## src/rtl/core/hsfc_pkg.sv

```systemverilog
`default_nettype none

package hsfc_pkg;

	// Direction codes carried on the command port.
	localparam logic CMD_WIDEN  = 1'b0;
	localparam logic CMD_NARROW = 1'b1;

	// Exponent re-bias between binary16 and binary32.
	localparam logic [7:0] BIAS_ADJ       = 8'd112;
	// Single exponent of a half subnormal before the normalizing shift is taken off.
	localparam logic [7:0] SUB_EXP_BASE   = 8'd113;
	localparam logic [7:0] SINGLE_EXP_MAX = 8'd255;
	// Narrowing limits on the raw single exponent.
	localparam logic [7:0] TINY_LIMIT     = 8'd102;
	localparam logic [7:0] SUB_LIMIT      = 8'd112;
	localparam logic [7:0] OVF_LIMIT      = 8'd143;
	localparam logic [4:0] HALF_EXP_MAX   = 5'h1F;
	localparam logic [9:0] HALF_QUIET     = 10'h200;
	localparam logic [23:0] ROUND_ADD     = 24'h002000;
	localparam logic [22:0] SINGLE_NAN_MANT = 23'h7FFFFF;

	// Operand class, decided once in the first stage.
	typedef enum logic [2:0] {
		CLS_ZERO,
		CLS_SUB,
		CLS_NORM,
		CLS_INF,
		CLS_NAN
	} cls_t;

	// Decoded item after the first stage.
	typedef struct packed {
		logic        cmd;
		logic        sign;
		cls_t        cls;
		logic [3:0]  shamt;
		logic [7:0]  expo;
		logic [22:0] mant;
	} dec_t;

	// Aligned item after the second stage.
	typedef struct packed {
		logic        cmd;
		logic        sign;
		cls_t        cls;
		logic [7:0]  expo;
		logic [23:0] mant;
	} aln_t;

endpackage

`default_nettype wire

```

## src/rtl/core/hsfc_decode.sv

```systemverilog
`default_nettype none

module hsfc_decode (
	input  wire                 clk,
	input  wire                 arst_n,
	input  wire                 in_valid,
	input  wire                 command,
	input  wire  [31:0]         operand_bits,
	output logic                valid_s1,
	output hsfc_pkg::dec_t      dec_s1
);
	import hsfc_pkg::*;

	dec_t       dec_d;
	logic [4:0] h_exp;
	logic [9:0] h_man;
	logic [7:0] s_exp;
	logic [3:0] lz;

	assign h_exp = operand_bits[14:10];
	assign h_man = operand_bits[9:0];
	assign s_exp = operand_bits[30:23];

	// Distance of the leading one of a half mantissa from bit 10.
	always_comb begin
		lz = 4'd0;
		for (int i = 0; i < 10; i++) begin
			if (h_man[i]) begin
				lz = 4'(10 - i);
			end
		end
	end

	// Classify the operand and pick the shift amount for the next stage.
	always_comb begin
		dec_d       = '0;
		dec_d.cmd   = command;
		dec_d.cls   = CLS_ZERO;
		if (command == CMD_WIDEN) begin
			dec_d.sign = operand_bits[15];
			dec_d.expo = {3'b000, h_exp};
			dec_d.mant = {13'b0, h_man};
			dec_d.shamt = lz;
			if (h_exp == 5'd0) begin
				dec_d.cls = (h_man == 10'd0) ? CLS_ZERO : CLS_SUB;
			end else if (h_exp == HALF_EXP_MAX) begin
				dec_d.cls = (h_man == 10'd0) ? CLS_INF : CLS_NAN;
			end else begin
				dec_d.cls = CLS_NORM;
			end
		end else begin
			dec_d.sign  = operand_bits[31];
			dec_d.expo  = s_exp;
			dec_d.mant  = operand_bits[22:0];
			dec_d.shamt = 4'(SUB_EXP_BASE - s_exp);
			if (s_exp == SINGLE_EXP_MAX) begin
				dec_d.cls = (operand_bits[22:0] == 23'd0) ? CLS_INF : CLS_NAN;
			end else if (s_exp < TINY_LIMIT) begin
				dec_d.cls = CLS_ZERO;
			end else if (s_exp <= SUB_LIMIT) begin
				dec_d.cls = CLS_SUB;
			end else if (s_exp >= OVF_LIMIT) begin
				dec_d.cls = CLS_INF;
			end else begin
				dec_d.cls = CLS_NORM;
			end
		end
	end

	// Stage register.
	always_ff @(posedge clk or negedge arst_n) begin
		if (!arst_n) begin
			valid_s1 <= 1'b0;
		end else begin
			valid_s1 <= in_valid;
		end
	end

	always_ff @(posedge clk) begin
		dec_s1 <= dec_d;
	end

endmodule

`default_nettype wire

```

## src/rtl/core/hsfc_align.sv

```systemverilog
`default_nettype none

module hsfc_align (
	input  wire                 clk,
	input  wire                 arst_n,
	input  wire                 valid_s1,
	input  wire hsfc_pkg::dec_t dec_s1,
	output logic                valid_s2,
	output hsfc_pkg::aln_t      aln_s2
);
	import hsfc_pkg::*;

	aln_t        aln_d;
	logic [10:0] norm_h;

	// Normalize half subnormals, shift single subnormals, re-bias normals.
	always_comb begin
		norm_h     = {1'b0, dec_s1.mant[9:0]} << dec_s1.shamt;
		aln_d      = '0;
		aln_d.cmd  = dec_s1.cmd;
		aln_d.sign = dec_s1.sign;
		aln_d.cls  = dec_s1.cls;
		aln_d.mant = {1'b0, dec_s1.mant};
		if (dec_s1.cmd == CMD_WIDEN) begin
			case (dec_s1.cls)
				CLS_SUB: begin
					aln_d.expo = SUB_EXP_BASE - {4'b0000, dec_s1.shamt};
					aln_d.mant = {14'b0, norm_h[9:0]};
				end
				CLS_NORM: begin
					aln_d.expo = dec_s1.expo + BIAS_ADJ;
				end
				default: begin
					aln_d.expo = 8'd0;
				end
			endcase
		end else begin
			case (dec_s1.cls)
				CLS_SUB: begin
					aln_d.mant = {1'b1, dec_s1.mant} >> dec_s1.shamt;
				end
				CLS_NORM: begin
					aln_d.expo = dec_s1.expo - BIAS_ADJ;
				end
				default: begin
					aln_d.expo = 8'd0;
				end
			endcase
		end
	end

	// Stage register.
	always_ff @(posedge clk or negedge arst_n) begin
		if (!arst_n) begin
			valid_s2 <= 1'b0;
		end else begin
			valid_s2 <= valid_s1;
		end
	end

	always_ff @(posedge clk) begin
		aln_s2 <= aln_d;
	end

endmodule

`default_nettype wire

```

## src/rtl/core/hsfc_pack.sv

```systemverilog
`default_nettype none

module hsfc_pack (
	input  wire                 clk,
	input  wire                 arst_n,
	input  wire                 valid_s2,
	input  wire hsfc_pkg::aln_t aln_s2,
	output logic                valid_s3,
	output logic [31:0]         result_s3
);
	import hsfc_pkg::*;

	logic [23:0] rnd;
	logic [9:0]  nan_top;
	logic [5:0]  exp_inc;
	logic [31:0] res_d;

	// Round half-up on bit 12; a carry may reach bit 23.
	assign rnd     = aln_s2.mant + (aln_s2.mant[12] ? ROUND_ADD : 24'd0);
	assign nan_top = (aln_s2.mant[22:13] == 10'd0) ? HALF_QUIET : aln_s2.mant[22:13];
	assign exp_inc = {1'b0, aln_s2.expo[4:0]} + 6'd1;

	// Assemble the output pattern.
	always_comb begin
		res_d = 32'd0;
		if (aln_s2.cmd == CMD_WIDEN) begin
			case (aln_s2.cls)
				CLS_ZERO: res_d = {aln_s2.sign, 31'd0};
				CLS_INF:  res_d = {aln_s2.sign, SINGLE_EXP_MAX, 23'd0};
				CLS_NAN:  res_d = {aln_s2.sign, SINGLE_EXP_MAX, SINGLE_NAN_MANT};
				CLS_SUB,
				CLS_NORM: res_d = {aln_s2.sign, aln_s2.expo, aln_s2.mant[9:0], 13'd0};
				default:  res_d = 32'd0;
			endcase
		end else begin
			case (aln_s2.cls)
				CLS_ZERO: res_d = {16'd0, aln_s2.sign, 15'd0};
				CLS_INF:  res_d = {16'd0, aln_s2.sign, HALF_EXP_MAX, 10'd0};
				CLS_NAN:  res_d = {16'd0, aln_s2.sign, HALF_EXP_MAX, nan_top};
				CLS_SUB:  res_d = {16'd0, aln_s2.sign, 4'd0, rnd[23:13]};
				CLS_NORM: begin
					if (!rnd[23]) begin
						res_d = {16'd0, aln_s2.sign, aln_s2.expo[4:0], rnd[22:13]};
					end else if (exp_inc == {1'b0, HALF_EXP_MAX}) begin
						res_d = {16'd0, aln_s2.sign, HALF_EXP_MAX, 10'd0};
					end else begin
						res_d = {16'd0, aln_s2.sign, exp_inc[4:0], 10'd0};
					end
				end
				default:  res_d = 32'd0;
			endcase
		end
	end

	// Output register.
	always_ff @(posedge clk or negedge arst_n) begin
		if (!arst_n) begin
			valid_s3 <= 1'b0;
		end else begin
			valid_s3 <= valid_s2;
		end
	end

	always_ff @(posedge clk) begin
		result_s3 <= res_d;
	end

endmodule

`default_nettype wire

```

## src/rtl/core/half_single_float_converter_top.sv

```systemverilog
// Channel   Handshake              Payload
// input     start (busy tied low)  command, operand_bits
// result    done strobe            result_bits
//
// Three register stages: decode and classify, align (normalize or shift), round and pack.
// A result appears on done once its item has passed the decode, align and pack registers.
// One item is taken every cycle; busy never rises.
// Reset clears only the valid bits of the stages.
// The receiver cannot stall, so nothing holds an item back.
`default_nettype none

module half_single_float_converter_top (
	input  wire         clk,
	input  wire         arst_n,
	input  wire         start,
	output logic        busy,
	input  wire         command,
	input  wire  [31:0] operand_bits,
	output logic        done,
	output logic [31:0] result_bits
);
	import hsfc_pkg::*;

	logic valid_s1;
	logic valid_s2;
	dec_t dec_s1;
	aln_t aln_s2;

	assign busy = 1'b0;

	// Stage 1: decode.
	hsfc_decode u_decode (
		.clk          (clk),
		.arst_n       (arst_n),
		.in_valid     (start),
		.command      (command),
		.operand_bits (operand_bits),
		.valid_s1     (valid_s1),
		.dec_s1       (dec_s1)
	);

	// Stage 2: align.
	hsfc_align u_align (
		.clk      (clk),
		.arst_n   (arst_n),
		.valid_s1 (valid_s1),
		.dec_s1   (dec_s1),
		.valid_s2 (valid_s2),
		.aln_s2   (aln_s2)
	);

	// Stage 3: round and pack.
	hsfc_pack u_pack (
		.clk       (clk),
		.arst_n    (arst_n),
		.valid_s2  (valid_s2),
		.aln_s2    (aln_s2),
		.valid_s3  (done),
		.result_s3 (result_bits)
	);

endmodule

`default_nettype wire
```

## config.mk

```make
export PLATFORM = sky130hd
export DESIGN_NAME = half_single_float_converter_top
export DESIGN_NICKNAME = d
export VERILOG_FILES = /design/src/rtl/core/hsfc_pkg.sv /design/src/rtl/core/hsfc_decode.sv /design/src/rtl/core/hsfc_align.sv /design/src/rtl/core/hsfc_pack.sv /design/src/rtl/core/half_single_float_converter_top.sv
export SDC_FILE = /design/constraint.sdc
export NUM_CORES = 1
export LEC_CHECK = 0
export ABC_AREA = 1
export BUFFER_PORTS_ARGS = -buffer_cell sky130_fd_sc_hd__buf_4
export CAP_MARGIN = 20
export CORE_UTILIZATION = 63
export DETAILED_ROUTE_END_ITERATION = 10
export PLACE_DENSITY_LB_ADDON = 0.05
export SYNTH_ARGS = -nofsm -noshare
export SYNTH_HDL_FRONTEND = slang
export SYNTH_SLANG_ARGS = --single-unit
```

## constraint.sdc

```tcl
create_clock -name clk -period 2.4 [get_ports clk]
set_input_delay 0.24 -clock clk [delete_from_list [all_inputs] [get_ports clk]]
set_output_delay 0.24 -clock clk [all_outputs]
set_load 0.01 [all_outputs]
```

* After elaboration in Yosys (flattened, before gate mapping) *
Cells that the tools add are included.

storage, ports and cells
  register bits after elaboration = 112
  output and inout port bits = 34
  logic and storage cells = 75

cells by class
  add/sub/neg operators = 6
  order comparisons = 3
  equal/unequal tests = 9
  shift operators = 2
  multiplexer cells = 32
  reductions and logical operators = 6

operators by type and width
  cell                 number
  $pmux 32 s4          1
  $pmux 16 s5          1
  $mux 32              2
  $mux 4               10
  $mux 39              1
  $mux 15              2
  $add 24x24->24       1
  $mux 24              1
  $shr 24x4->24        1
  $logic_not 23->1     1
  $mux 23              1
  $mux 3               7
  $logic_not 10->1     2
  $pmux 8 s2           1
  $mux 14              1
  $mux 10              1
  $shl 10x4->10        1
  $eq 3x2->1 const B   3
  $add 8x7->8 const B  1
  $eq 8x8->1 const B   1
  $ge 8x8->1 const B   1
  $le 8x7->1 const B   1
  $lt 8x7->1 const B   1
  $mux 8               1
  12 further kinds     14

* Longest topological paths before layout *
Gate-level depths: netlist (run 1).

  word-level depth = 11
  depth in mapped cells = 12
  depth with buffers taken out = 11

* Modules after synthesis *
Synthesis (run 1) repeated with hierarchy kept, for this count alone.

unflattened totals
  cells, all modules = 889
  area, all modules = 5939.4 um2

by module, submodules not included
  module                           times used  cells each  area an instance (um2)
  hsfc_align                       1           418         2494.9
  hsfc_pack                        1           273         1929.4
  hsfc_decode                      1           196         1503.9
  half_single_float_converter_top  1           2           11.3

* Worst setup path before layout (run 1) *
Ideal clock, no wire load.

  path kind = register to register
  start point = register u_align.aln_s2[13] (netlist name)
  end point = register u_pack.result_s3[8]
  library setup time = 0.126 ns
  data arrival time = 1.485 ns
  required time = 2.274 ns
  slack = 0.790 ns
  stages on the path, launching flop included = 12
  clock period less this slack = 1.610 ns
  cell sequence = dfxtp_1 -> ha_1 -> ha_1 -> nand3_1 -> nor2_1 -> nand3_1 -> nand2_1 -> nand2_1 -> nand3_1 -> nand3_1 -> nand2_1 -> nand2_1

between the ends
  cells in the longest elaborated chain, start to end = 4
  elaborated cells between the ends (all ways) = 6
  those cells by class = 1 x add/sub; 4 x mux; 1 x reduce/logical

RTL lines
  what                                                       RTL line                          text
  $add 24x24->24 / $logic_not 10->1 (equally long branches)  hsfc_pack.sv:19, hsfc_pack.sv:20
  $mux 15 / $mux 10 (equally long branches)                  hsfc_pack.sv:42, hsfc_pack.sv:20
  $pmux 16 s5 (*)                                            hsfc_pack.sv:36                   case (aln_s2.cls)
  $mux 32 (*)                                                hsfc_pack.sv:26                   if (aln_s2.cmd == CMD_WIDEN) begin
  via u_pack.res_d[8]                                        hsfc_pack.sv:16                   logic [31:0] res_d;
  end signal, assigned                                       hsfc_pack.sv:65                   result_s3 <= res_d;
  end, declared                                              hsfc_pack.sv:9                    output logic [31:0] result_s3

The timed path passes the listed nets; every way through them passes the cells marked *.
A chain may end at the register's enable or synchronous reset.

* Worst setup path after layout (run 1) *
  start point = register u_align.aln_s2[13] (netlist name)
  end point = register u_pack.result_s3[6]

between the ends
  cells in the longest elaborated chain, start to end = 4
  elaborated cells between the ends (all ways) = 6
  those cells by class = 1 x add/sub; 4 x mux; 1 x reduce/logical

RTL lines
  what                                                       RTL line
  $add 24x24->24 / $logic_not 10->1 (equally long branches)  hsfc_pack.sv:19, hsfc_pack.sv:20
  $mux 15 / $mux 10 (equally long branches)                  hsfc_pack.sv:42, hsfc_pack.sv:20
  $pmux 16 s5 (*)                                            hsfc_pack.sv:36
  $mux 32 (*)                                                hsfc_pack.sv:26
  via u_pack.res_d[6]                                        hsfc_pack.sv:16

Marks and branches as above.

==> flow_summary.yaml, run 1 <==
clock_network:
  clkTransAtPathRegs_ps: 120
  numCtsBuffers: 9
  post_cts_resized: 0
  clkSinkCount: 110
  cts_buffer_depth: 2
  htree_levels: 3
  hold_buffers: 12
  cts_setup_buffers: 0
  ctsRootBufferMaster: "clkbuf_8"
  clock_latency_ps: 380
  tritoncts: "yes"
timing:
  rsz0062_at_grt: "no"
  fmax_mhz: 543
  setup_tns_ps: 0
  skew_ps: 17.6
  setup_slack_ps: 559
  hold_viol_final: 0
  min_period_ps: 1840
  period_share_pct: 76.7
  worst_pin_slew_ps: 557
  drv_slew: 0
  slew_headroom_pct: 62.6
  finalSetupViolations: 0
floorplan:
  core_mm2: 0.00868
  io_pins: 70
  core.rowCount: 34
  die_h_um: 96.2
  design.die.area_mm2: 0.00926
  die_w_um: 96.2
  start_util_pct: 64.5
pwr:
  combPwrFrac_pct: 20.3
  leakage_uw: 0.00319
  internal_power_uw: 2700
  p_switching_uw: 1300
  clkPwrFrac_pct: 28.3
  switching_share_pct: 32.5
  p_seq_share_pct: 51.3
  p_per_area_mw_per_mm2: 622
  irDropWorstVdd_uv: 356
placed_design:
  place_congestion: 0.955
  place_ws_ps: 571
  hpwlAfterDp_um: 10500
  io_buffers: 68
grt:
  grt_pass1_vias: 4745
  track_usage_pct: 31.0
  grt_first_pass_wirelength_um: 22200
  grt_max_degree: 35
  antenna_found_initial: 0
  grt_overflow: 0
synthesis:
  yosys.area.top_type: "dfxtp_1"
  synth_most_common_cell: "nand2_1"
  avgSynthCellArea_um2: 6.80
  synth-edff-count: 0
  synth_top_area_share_pct: 38.3
  synthFlopType: "dfxtp_1"
  synthCells: 823
  async_flop_share_pct: 2.73
  ys_types: 49
  synthTopCellsByArea: "dfxtp_1 (38%), nand2_1 (17%), nand3_1 (7.7%)"
  ys_seq_area_share_pct: 39.6
  syn_nets: 867
  syn_area_mm2: 0.00559
  synth_commonest_cells: "nand2_1 (252), dfxtp_1 (107), nand3_1 (86)"
  yosysWarnings: 0
  synth_seq_cells: 110
setup_path:
  end_kind: "register"
  worstPathRequired_ps: 2650
  cp_top_family: "simple AND/OR/NAND/NOR gates"
  critPathSlowestCell: "dfxtp_1"
  critPathBufInv: 1
  start_kind: "register"
  cp_data_arrival_time_ps: 2090
  critPathMaxStageDelay_ps: 380
  setup.worst_path.start: "u_align.aln_s2[13]"
  crit_chain: "ha_1 -> ha_1 -> nand4_2 -> nand2_4 -> inv_6 -> nand3_1 -> nand3_1 -> nand2_1 -> nand2_1"
  critPathKind: "reg -> reg"
  rr_startpoint: "u_align.aln_s2[13]"
  critical_path.max_fanout: 10
finish:
  diodes: 0
  drive_gt1_share_pct: 13.5
  final_util_pct: 74.2
  nNetsFinal: 930
  area_growth_pct: 15.2
drt:
  first_iter_violations: 478
  num_vias: 5558
  routed_wl_um: 13900
  drt_pass1_iterations: 6
  drcViolationCount: 0
  wl_per_cell_um: 14.0
  via_per_inst: 5.56
  ant_nets: 0
outcome:
  outcome: "completed"
min_path:
  worstHoldStart: "operand_bits[19]"
  hold_class: "in -> reg"
job:
  cap_violations: 0
## metrics by stage
stage | std cells | total power (µW) | hold WS [ps] | instance area, µm²
floorplan | 823 | 2610 | -55.6 | 5590
global placement | 971 | 2850 | 29.9 | 6120
detailed placement | 971 | 2880 | 30.7 | 6120
CTS | 999 | 3990 | 31.8 | 6440
global route | 999 | 4190 | 29.1 | 6440
finish | 999 | 4010 | 35.1 | 6440
## cell families after synthesis
| group | Yosys count | share of synthesized area [%] |
|---|---|---|
| AO/OA/AOI/OAI | 143 | 14.2 |
| XOR/XNOR | 8 | 1.25 |
| adder cells (fa/ha/maj) | 8 | 1.79 |
| buffers and inverters | 131 | 9.95 |
| flip-flops | 110 | 39.6 |
| multiplexers | 2 | 0.358 |
| other | 1 | 0.0670 |
| AND/OR/NAND/NOR | 420 | 32.8 |
## layout by cell type, fill, tap and decap left out, types with 2 or more instances in the layout
cell type / n
o2111ai_1: 2
nand3_1: 86
inv_4: 2
dfrtp_1: 3
and2_1: 2
dlygate4sd3_1: 12
or2_2: 4
nor3_1: 6
xor2_1: 7
inv_1: 84
nand2_2: 2
o21ai_1: 8
a21boi_1: 2
o22ai_1: 3
inv_2: 6
a31oi_1: 2
dfxtp_1: 107
nor2_1: 43
mux2i_1: 2
nand2_1: 252
inv_6: 3
a22oi_1: 3
buf_4: 78
o211ai_1: 13
nor2_2: 3
inv_8: 2
nor2_8: 2
a21oi_1: 46
o21a_1: 3
ha_1: 8
nand4_1: 10
o21ai_0: 58
clkbuf_8: 9
## layer usage
layer / global-route usage [%] / vias to the layer above / part of all wire, %
met3: 4.98 / 33 / 7.1
li1: - / 2787 / -
met2: 52.5 / 259 / 48
met1: 39.3 / 2479 / 42
met4: 11.8 / 0 / 2.4
met5: 0 / - / 0
## power groups by stage
stage / combinational [µW] / clock, µW / sequential (µW)
6_report: 813 / 1140 / 2060
5_1_grt: 913 / 1200 / 2080
4_1_cts: 798 / 1140 / 2060
3_5_place_dp: 779 / 0 / 2100
3_3_place_gp: 762 / 0 / 2090
2_1_floorplan: 522 / 0 / 2090
## final timing paths
check                           slack (ps)             endpoint  depth (start not counted)
worst max-delay path                   560  u_pack.result_s3[6]                          9
worst min-delay path                    40  u_decode.dec_s1[19]                          3
worst max register to register         560  u_pack.result_s3[6]                          9
worst min register to register         340   u_align.aln_s2[35]                          0
max in group asynchronous             2110      u_pack.valid_s3                          2
min in group asynchronous              200     u_align.valid_s2                          2
## area by class of cell
cell class / count / area, µm²
multi-input cells: 582 / 2820
fillers: 725 / 2240
flip-flops and latches: 110 / 2220
repair buffers: 90 / 706
inverters: 93 / 359
well taps: 108 / 135
clock buffers: 9 / 124
clock inverters: 7 / 81.3
## sequential cells by signal (all words and copies together) (netlist names)
signal / cells
u_decode.dec_s1: 40
u_align.aln_s2: 35
u_align.valid_s2: 1
u_pack.result_s3: 32
u_decode.valid_s1: 1
u_pack.valid_s3: 1
## tightest hold or removal path: cells and delay by family
kind	cells	cell delay, ps
and+or+nand+nor	1	40
buffers and inverters	2	120
(Power assumes the default switching activity.)
==> run 2, diff against run 1 <==
--- a/config.mk
+++ b/config.mk
@@ -8,7 +8,7 @@
 export ABC_AREA = 1
 export BUFFER_PORTS_ARGS = -buffer_cell sky130_fd_sc_hd__buf_4
 export CAP_MARGIN = 20
-export CORE_UTILIZATION = 63
+export CORE_UTILIZATION = 53
 export DETAILED_ROUTE_END_ITERATION = 10
 export PLACE_DENSITY_LB_ADDON = 0.05
 export SYNTH_ARGS = -nofsm -noshare
==> constraint.sdc (replaced) <==
create_clock -name clk -period 1.6 [get_ports clk]
set_input_delay 0.16 -clock clk [delete_from_list [all_inputs] [get_ports clk]]
set_output_delay 0.16 -clock clk [all_outputs]
set_load 0.01 [all_outputs]
==> flow_summary.yaml, run 2 (synthesis results as in run 1) <==
outcome:
  outcome: "completed"
drt:
  first_iter_violations: 374
  drt_pass1_iterations: 5
  drcViolationCount: 0
  wl_per_cell_um: 14.2
  num_vias: 5670
  routed_wl_um: 15300
  ant_nets: 0
  via_per_inst: 5.28
floorplan:
  core.rowCount: 37
  start_util_pct: 54.4
  die_w_um: 105
  design.die.area_mm2: 0.0110
  core_mm2: 0.0103
  io_pins: 70
  die_h_um: 105
grt:
  track_usage_pct: 28.1
  grt_max_degree: 35
  antenna_found_initial: 0
  grt_pass1_vias: 5121
  grt_overflow: 0
  grt_first_pass_wirelength_um: 24400
pwr:
  p_per_area_mw_per_mm2: 881
  clkPwrFrac_pct: 27.7
  p_switching_uw: 1890
  internal_power_uw: 4320
  leakage_uw: 0.00345
  irDropWorstVdd_uv: 457
  combPwrFrac_pct: 22.5
  switching_share_pct: 30.4
  p_seq_share_pct: 49.8
placed_design:
  placed_area_mm2: 0.00639
  place_congestion: 0.938
  hpwlAfterDp_um: 11500
  io_buffers: 68
setup_path:
  start_kind: "register"
  end_kind: "register"
  critical_path.max_fanout: 25
  critPathSlowestCell: "dfxtp_1"
  worstPathRequired_ps: 1860
  critPathKind: "reg -> reg"
  crit_chain: "inv_4 -> buf_12 -> nor2_1 -> a22oi_2 -> o21ai_0 -> a22oi_1 -> nand2_1"
  critPathMaxStageDelay_ps: 370
  cp_data_arrival_time_ps: 1790
  reg2reg_depth: 7
timing:
  rsz0062_at_grt: "yes"
  period_share_pct: 95.6
  setup_tns_ps: 0
  finalSetupViolations: 0
  hold_viol_final: 0
  drv_slew: 0
  skew_ps: 11.1
  min_period_ps: 1530
  fmax_mhz: 654
finish:
  drive_gt1_share_pct: 19.0
  n_fill_cell: 862
  diodes: 0
  nNetsFinal: 977
  finalInstanceArea_mm2: 0.00704
  final_util_pct: 68.5
  final_common_cell: "nand2_1"
  area_growth_pct: 25.9
  top_register: "u_decode.dec_s1"
  final_cell_mix: "nand2_1 (251), buf_4 (105), dfxtp_1 (97)"
  reg_top3: "u_decode.dec_s1: 40 flops, u_align.aln_s2: 35 flops, u_pack.result_s3: 32 flops"
  largest_reg_flops: 40
clock_network:
  clock_latency_ps: 370
  clkTransAtPathRegs_ps: 100
  numCtsBuffers: 9
  cts_buffer_depth: 2
  clkSinkCount: 110
  ctsRootBufferMaster: "clkbuf_8"
  htree_levels: 3
  tritoncts: "yes"
min_path:
  holdPathStages: 3
  hold_class: "in -> reg"
job:
  cap_violations: 0
## run 2: final timing paths
path	startpoint	end	slack, ps
worst max-delay path	u_decode.dec_s1[32]	u_align.aln_s2[6]	70
worst min-delay path	operand_bits[30]	u_decode.dec_s1[30]	20
worst max register to register	u_decode.dec_s1[32]	u_align.aln_s2[6]	70
worst min register to register	u_align.valid_s2	u_pack.valid_s3	360
max in group asynchronous	arst_n	u_decode.valid_s1	1400
min in group asynchronous	arst_n	u_pack.valid_s3	110
## run 2: critical path: cells and delay by family, from the launching register on
| kind | cells | cell delay (ps) |
|---|---|---|
| AO/OA/AOI/OAI | 3 | 560 |
| flip-flops | 1 | 370 |
| buffers and inverters | 2 | 320 |
| AND/OR/NAND/NOR | 2 | 160 |
## run 2: final cells by class
type / count / area (µm²) / area share (%)
clock buffer: 10 / 138 / 1.95
clock inverter: 6 / 70.1 / 0.995
inverter: 93 / 362 / 5.13
multi-input combinational: 583 / 2940 / 41.7
sequential: 110 / 2240 / 31.8
tap: 136 / 170 / 2.42
timing repair buffer: 136 / 1130 / 16.0
## run 2: repair_timing
action	CTS	global route
endpoints found under the setup margin	15	30
cloned	0	1
hold buffers	27	0
hold endpoints to repair	29	0
setup buffers	0	4
pin swaps	1	8
gates resized for setup	3	38
## run 2: power by group through the flow
stage / combinational (µW) / clock [µW] / sequential [µW]
floorplan: 783 / 0 / 3130
global placement: 1270 / 0 / 3140
detailed placement: 1290 / 0 / 3140
CTS: 1350 / 1760 / 3080
global route: 1540 / 1880 / 3110
finish: 1390 / 1720 / 3090
## run 2: stage by stage
| stage | std cells | power (µW) | worst slack, ps | hold WS, ps |
|---|---|---|---|---|
| final | 1074 | 6200 | 70.8 | 16.1 |
| after global routing | 1074 | 6540 | -6.55 | 15.4 |
| after CTS | 1069 | 6190 | 2.70 | 2.27 |
| after detailed placement | 1026 | 4430 | -30.3 | -46.7 |
| after global placement | 1026 | 4410 | -1.13 | -50.2 |
| after floorplan | 823 | 3920 | 14.3 | -136 |
## run 2: routing by layer
| layer | vias up | wire [µm] | GRT usage (%) |
|---|---|---|---|
| met4 | 0 | 359 | 9.86 |
| met2 | 236 | 7380 | 47.9 |
| li1 | 2877 | - | - |
| met5 | - | 0 | 0 |
| met1 | 2527 | 6670 | 35.8 |
| met3 | 30 | 879 | 4.87 |
==> run 3, diff against run 2 <==
--- a/config.mk
+++ b/config.mk
@@ -8,6 +8,7 @@
 export ABC_AREA = 1
 export BUFFER_PORTS_ARGS = -buffer_cell sky130_fd_sc_hd__buf_4
 export CAP_MARGIN = 20
+export CORE_MARGIN = 2
 export CORE_UTILIZATION = 53
 export DETAILED_ROUTE_END_ITERATION = 10
 export PLACE_DENSITY_LB_ADDON = 0.05
==> flow_summary.yaml, run 3 (synthesis results as in run 1) <==
finish:
  reg_top3: "u_decode.dec_s1: 40 flops, u_align.aln_s2: 35 flops, u_pack.result_s3: 32 flops"
  largest_reg_flops: 40
  drive_gt1_share_pct: 17.6
  final_cells: 1075
  final_common_cell: "nand2_1"
  final_cell_mix: "nand2_1 (252), buf_4 (105), dfxtp_1 (100)"
  diodes: 0
  finalInstanceArea_mm2: 0.00698
  nNetsFinal: 978
  n_fill_cell: 906
  top_register: "u_decode.dec_s1"
  area_growth_pct: 24.8
  final_util_pct: 67.9
placed_design:
  placed_area_mm2: 0.00640
  io_buffers: 68
  place_congestion: 0.950
  place_inst: 1029
  hpwlAfterDp_um: 11300
drt:
  first_iter_violations: 382
  drt_pass1_iterations: 5
  drcViolationCount: 0
  via_per_inst: 5.19
  ant_nets: 0
  routed_wl_um: 15000
  wl_per_cell_um: 14.0
  num_vias: 5578
timing:
  drv_slew: 0
  hold_viol_final: 0
  fin_hold_ws_ps: 23.2
  fmax_mhz: 661
  min_period_ps: 1510
  skew_ps: 13.0
  period_share_pct: 94.6
  finalSetupViolations: 0
  rsz0062_at_grt: "yes"
setup_path:
  rr_endpoint: "u_pack.result_s3[11]"
  cp_data_arrival_time_ps: 1770
  crit_chain: "ha_4 -> ha_4 -> nand3_1 -> nand2_4 -> buf_12 -> nand3b_1 -> nand3_1 -> nand2_1 -> nand2_1 -> nand2_1"
  critPathKind: "reg -> reg"
  setup.worst_path.start: "u_align.aln_s2[12]"
  regToRegSetupSlack_ps: 90
  reg2reg_depth: 10
  start_kind: "register"
  critPathMaxStageDelay_ps: 360
  worstPathRequired_ps: 1850
  critical_path.max_fanout: 5
  end_kind: "register"
  rr_startpoint: "u_align.aln_s2[12]"
  critPathSlowestCell: "dfxtp_1"
  crit_top_cell: "nand2_1"
min_path:
  holdPathStages: 3
  hold_path_end: "u_decode.dec_s1[38]"
  hold_class: "in -> reg"
  worstHoldStart: "operand_bits[15]"
floorplan:
  core_mm2: 0.0103
  die_h_um: 107
  die_w_um: 107
  start_util_pct: 54.4
  core.rowCount: 37
  design.die.area_mm2: 0.0114
  io_pins: 70
grt:
  grt_util_met2_pct: 45.8
  grt_pass1_vias: 5211
  grt_overflow: 0
  antenna_found_initial: 0
  busiest_layer: "met2"
  track_usage_pct: 27.2
  grt_first_pass_wirelength_um: 24400
  grt_max_degree: 35
  use_met3_pct: 3.34
  met1_usage_pct: 34.8
clock_network:
  clkTransAtPathRegs_ps: 90
  htree_levels: 3
  clock_latency_ps: 380
  numCtsBuffers: 9
  clkSinkCount: 110
  ctsRootBufferMaster: "clkbuf_8"
  cts_buffer_depth: 2
  tritoncts: "yes"
outcome:
  outcome: "completed"
pwr:
  finalPower_uw: 5940
  irDropWorstVdd_uv: 437
  leakage_uw: 0.00341
  p_per_area_mw_per_mm2: 851
job:
  cap_violations: 0
==> run 3: worst max-delay path, delay by kind of cell (launching register included) <==
family,cells,cell delay [ps]
buf+inv,1,110
fa+ha+maj,2,320
flops,1,360
simple gates,7,580
==> run 3: repair_timing <==
action                     4_1_cts  5_1_grt
buffers inserted                 0        2
hold endpoints to repair        30        0
gates cloned                     0        0
pin swaps                        0        5
setup endpoints to repair        2       30
gates resized for setup          2       30
hold buffers                    28        0
==> run 3: power by group <==
group | leakage [µW] | internal (µW) | switching, µW
clock network | 0.0000772 | 577 | 900
logic | 0.00241 | 587 | 791
registers | 0.000929 | 2950 | 138
==> run 3: metal layers <==
layer | routed length [µm] | vias up
met5 | 0 | -
met4 | 477 | 0
met3 | 632 | 32
met2 | 7120 | 177
met1 | 6780 | 2484
li1 | - | 2885
==> run 3: layout make-up <==
cell class	count	area, µm²	area share, %
flip-flops and latches	110	2230	32.0
clock buffers	12	135	1.94
clock inverters	4	32.5	0.466
well taps	136	170	2.44
multi-input cells	582	2900	41.5
repair buffers	138	1150	16.5
inverters	93	364	5.22
==> run 3: worst max-delay path by stage <==
stage | end | slack (ps) | depth (start not counted)
after detailed placement | u_pack.result_s3[8] | 2 | 11
after global placement | u_align.aln_s2[5] | 50 | 9
after floorplan | u_pack.result_s3[8] | 10 | 11
after global routing | u_decode.dec_s1[36] | -20 | 9
final | u_pack.result_s3[11] | 90 | 10
after CTS | u_align.aln_s2[5] | 3 | 10
==> run 3: metrics by stage <==
stage / TNS (ps) / setup slack, ps
after floorplan: 0 / 14.3
after global placement: 0 / 50.5
after detailed placement: 0 / 2.33
after CTS: 0 / 2.59
after global routing: -55.9 / -24.6
final: 0 / 87.0
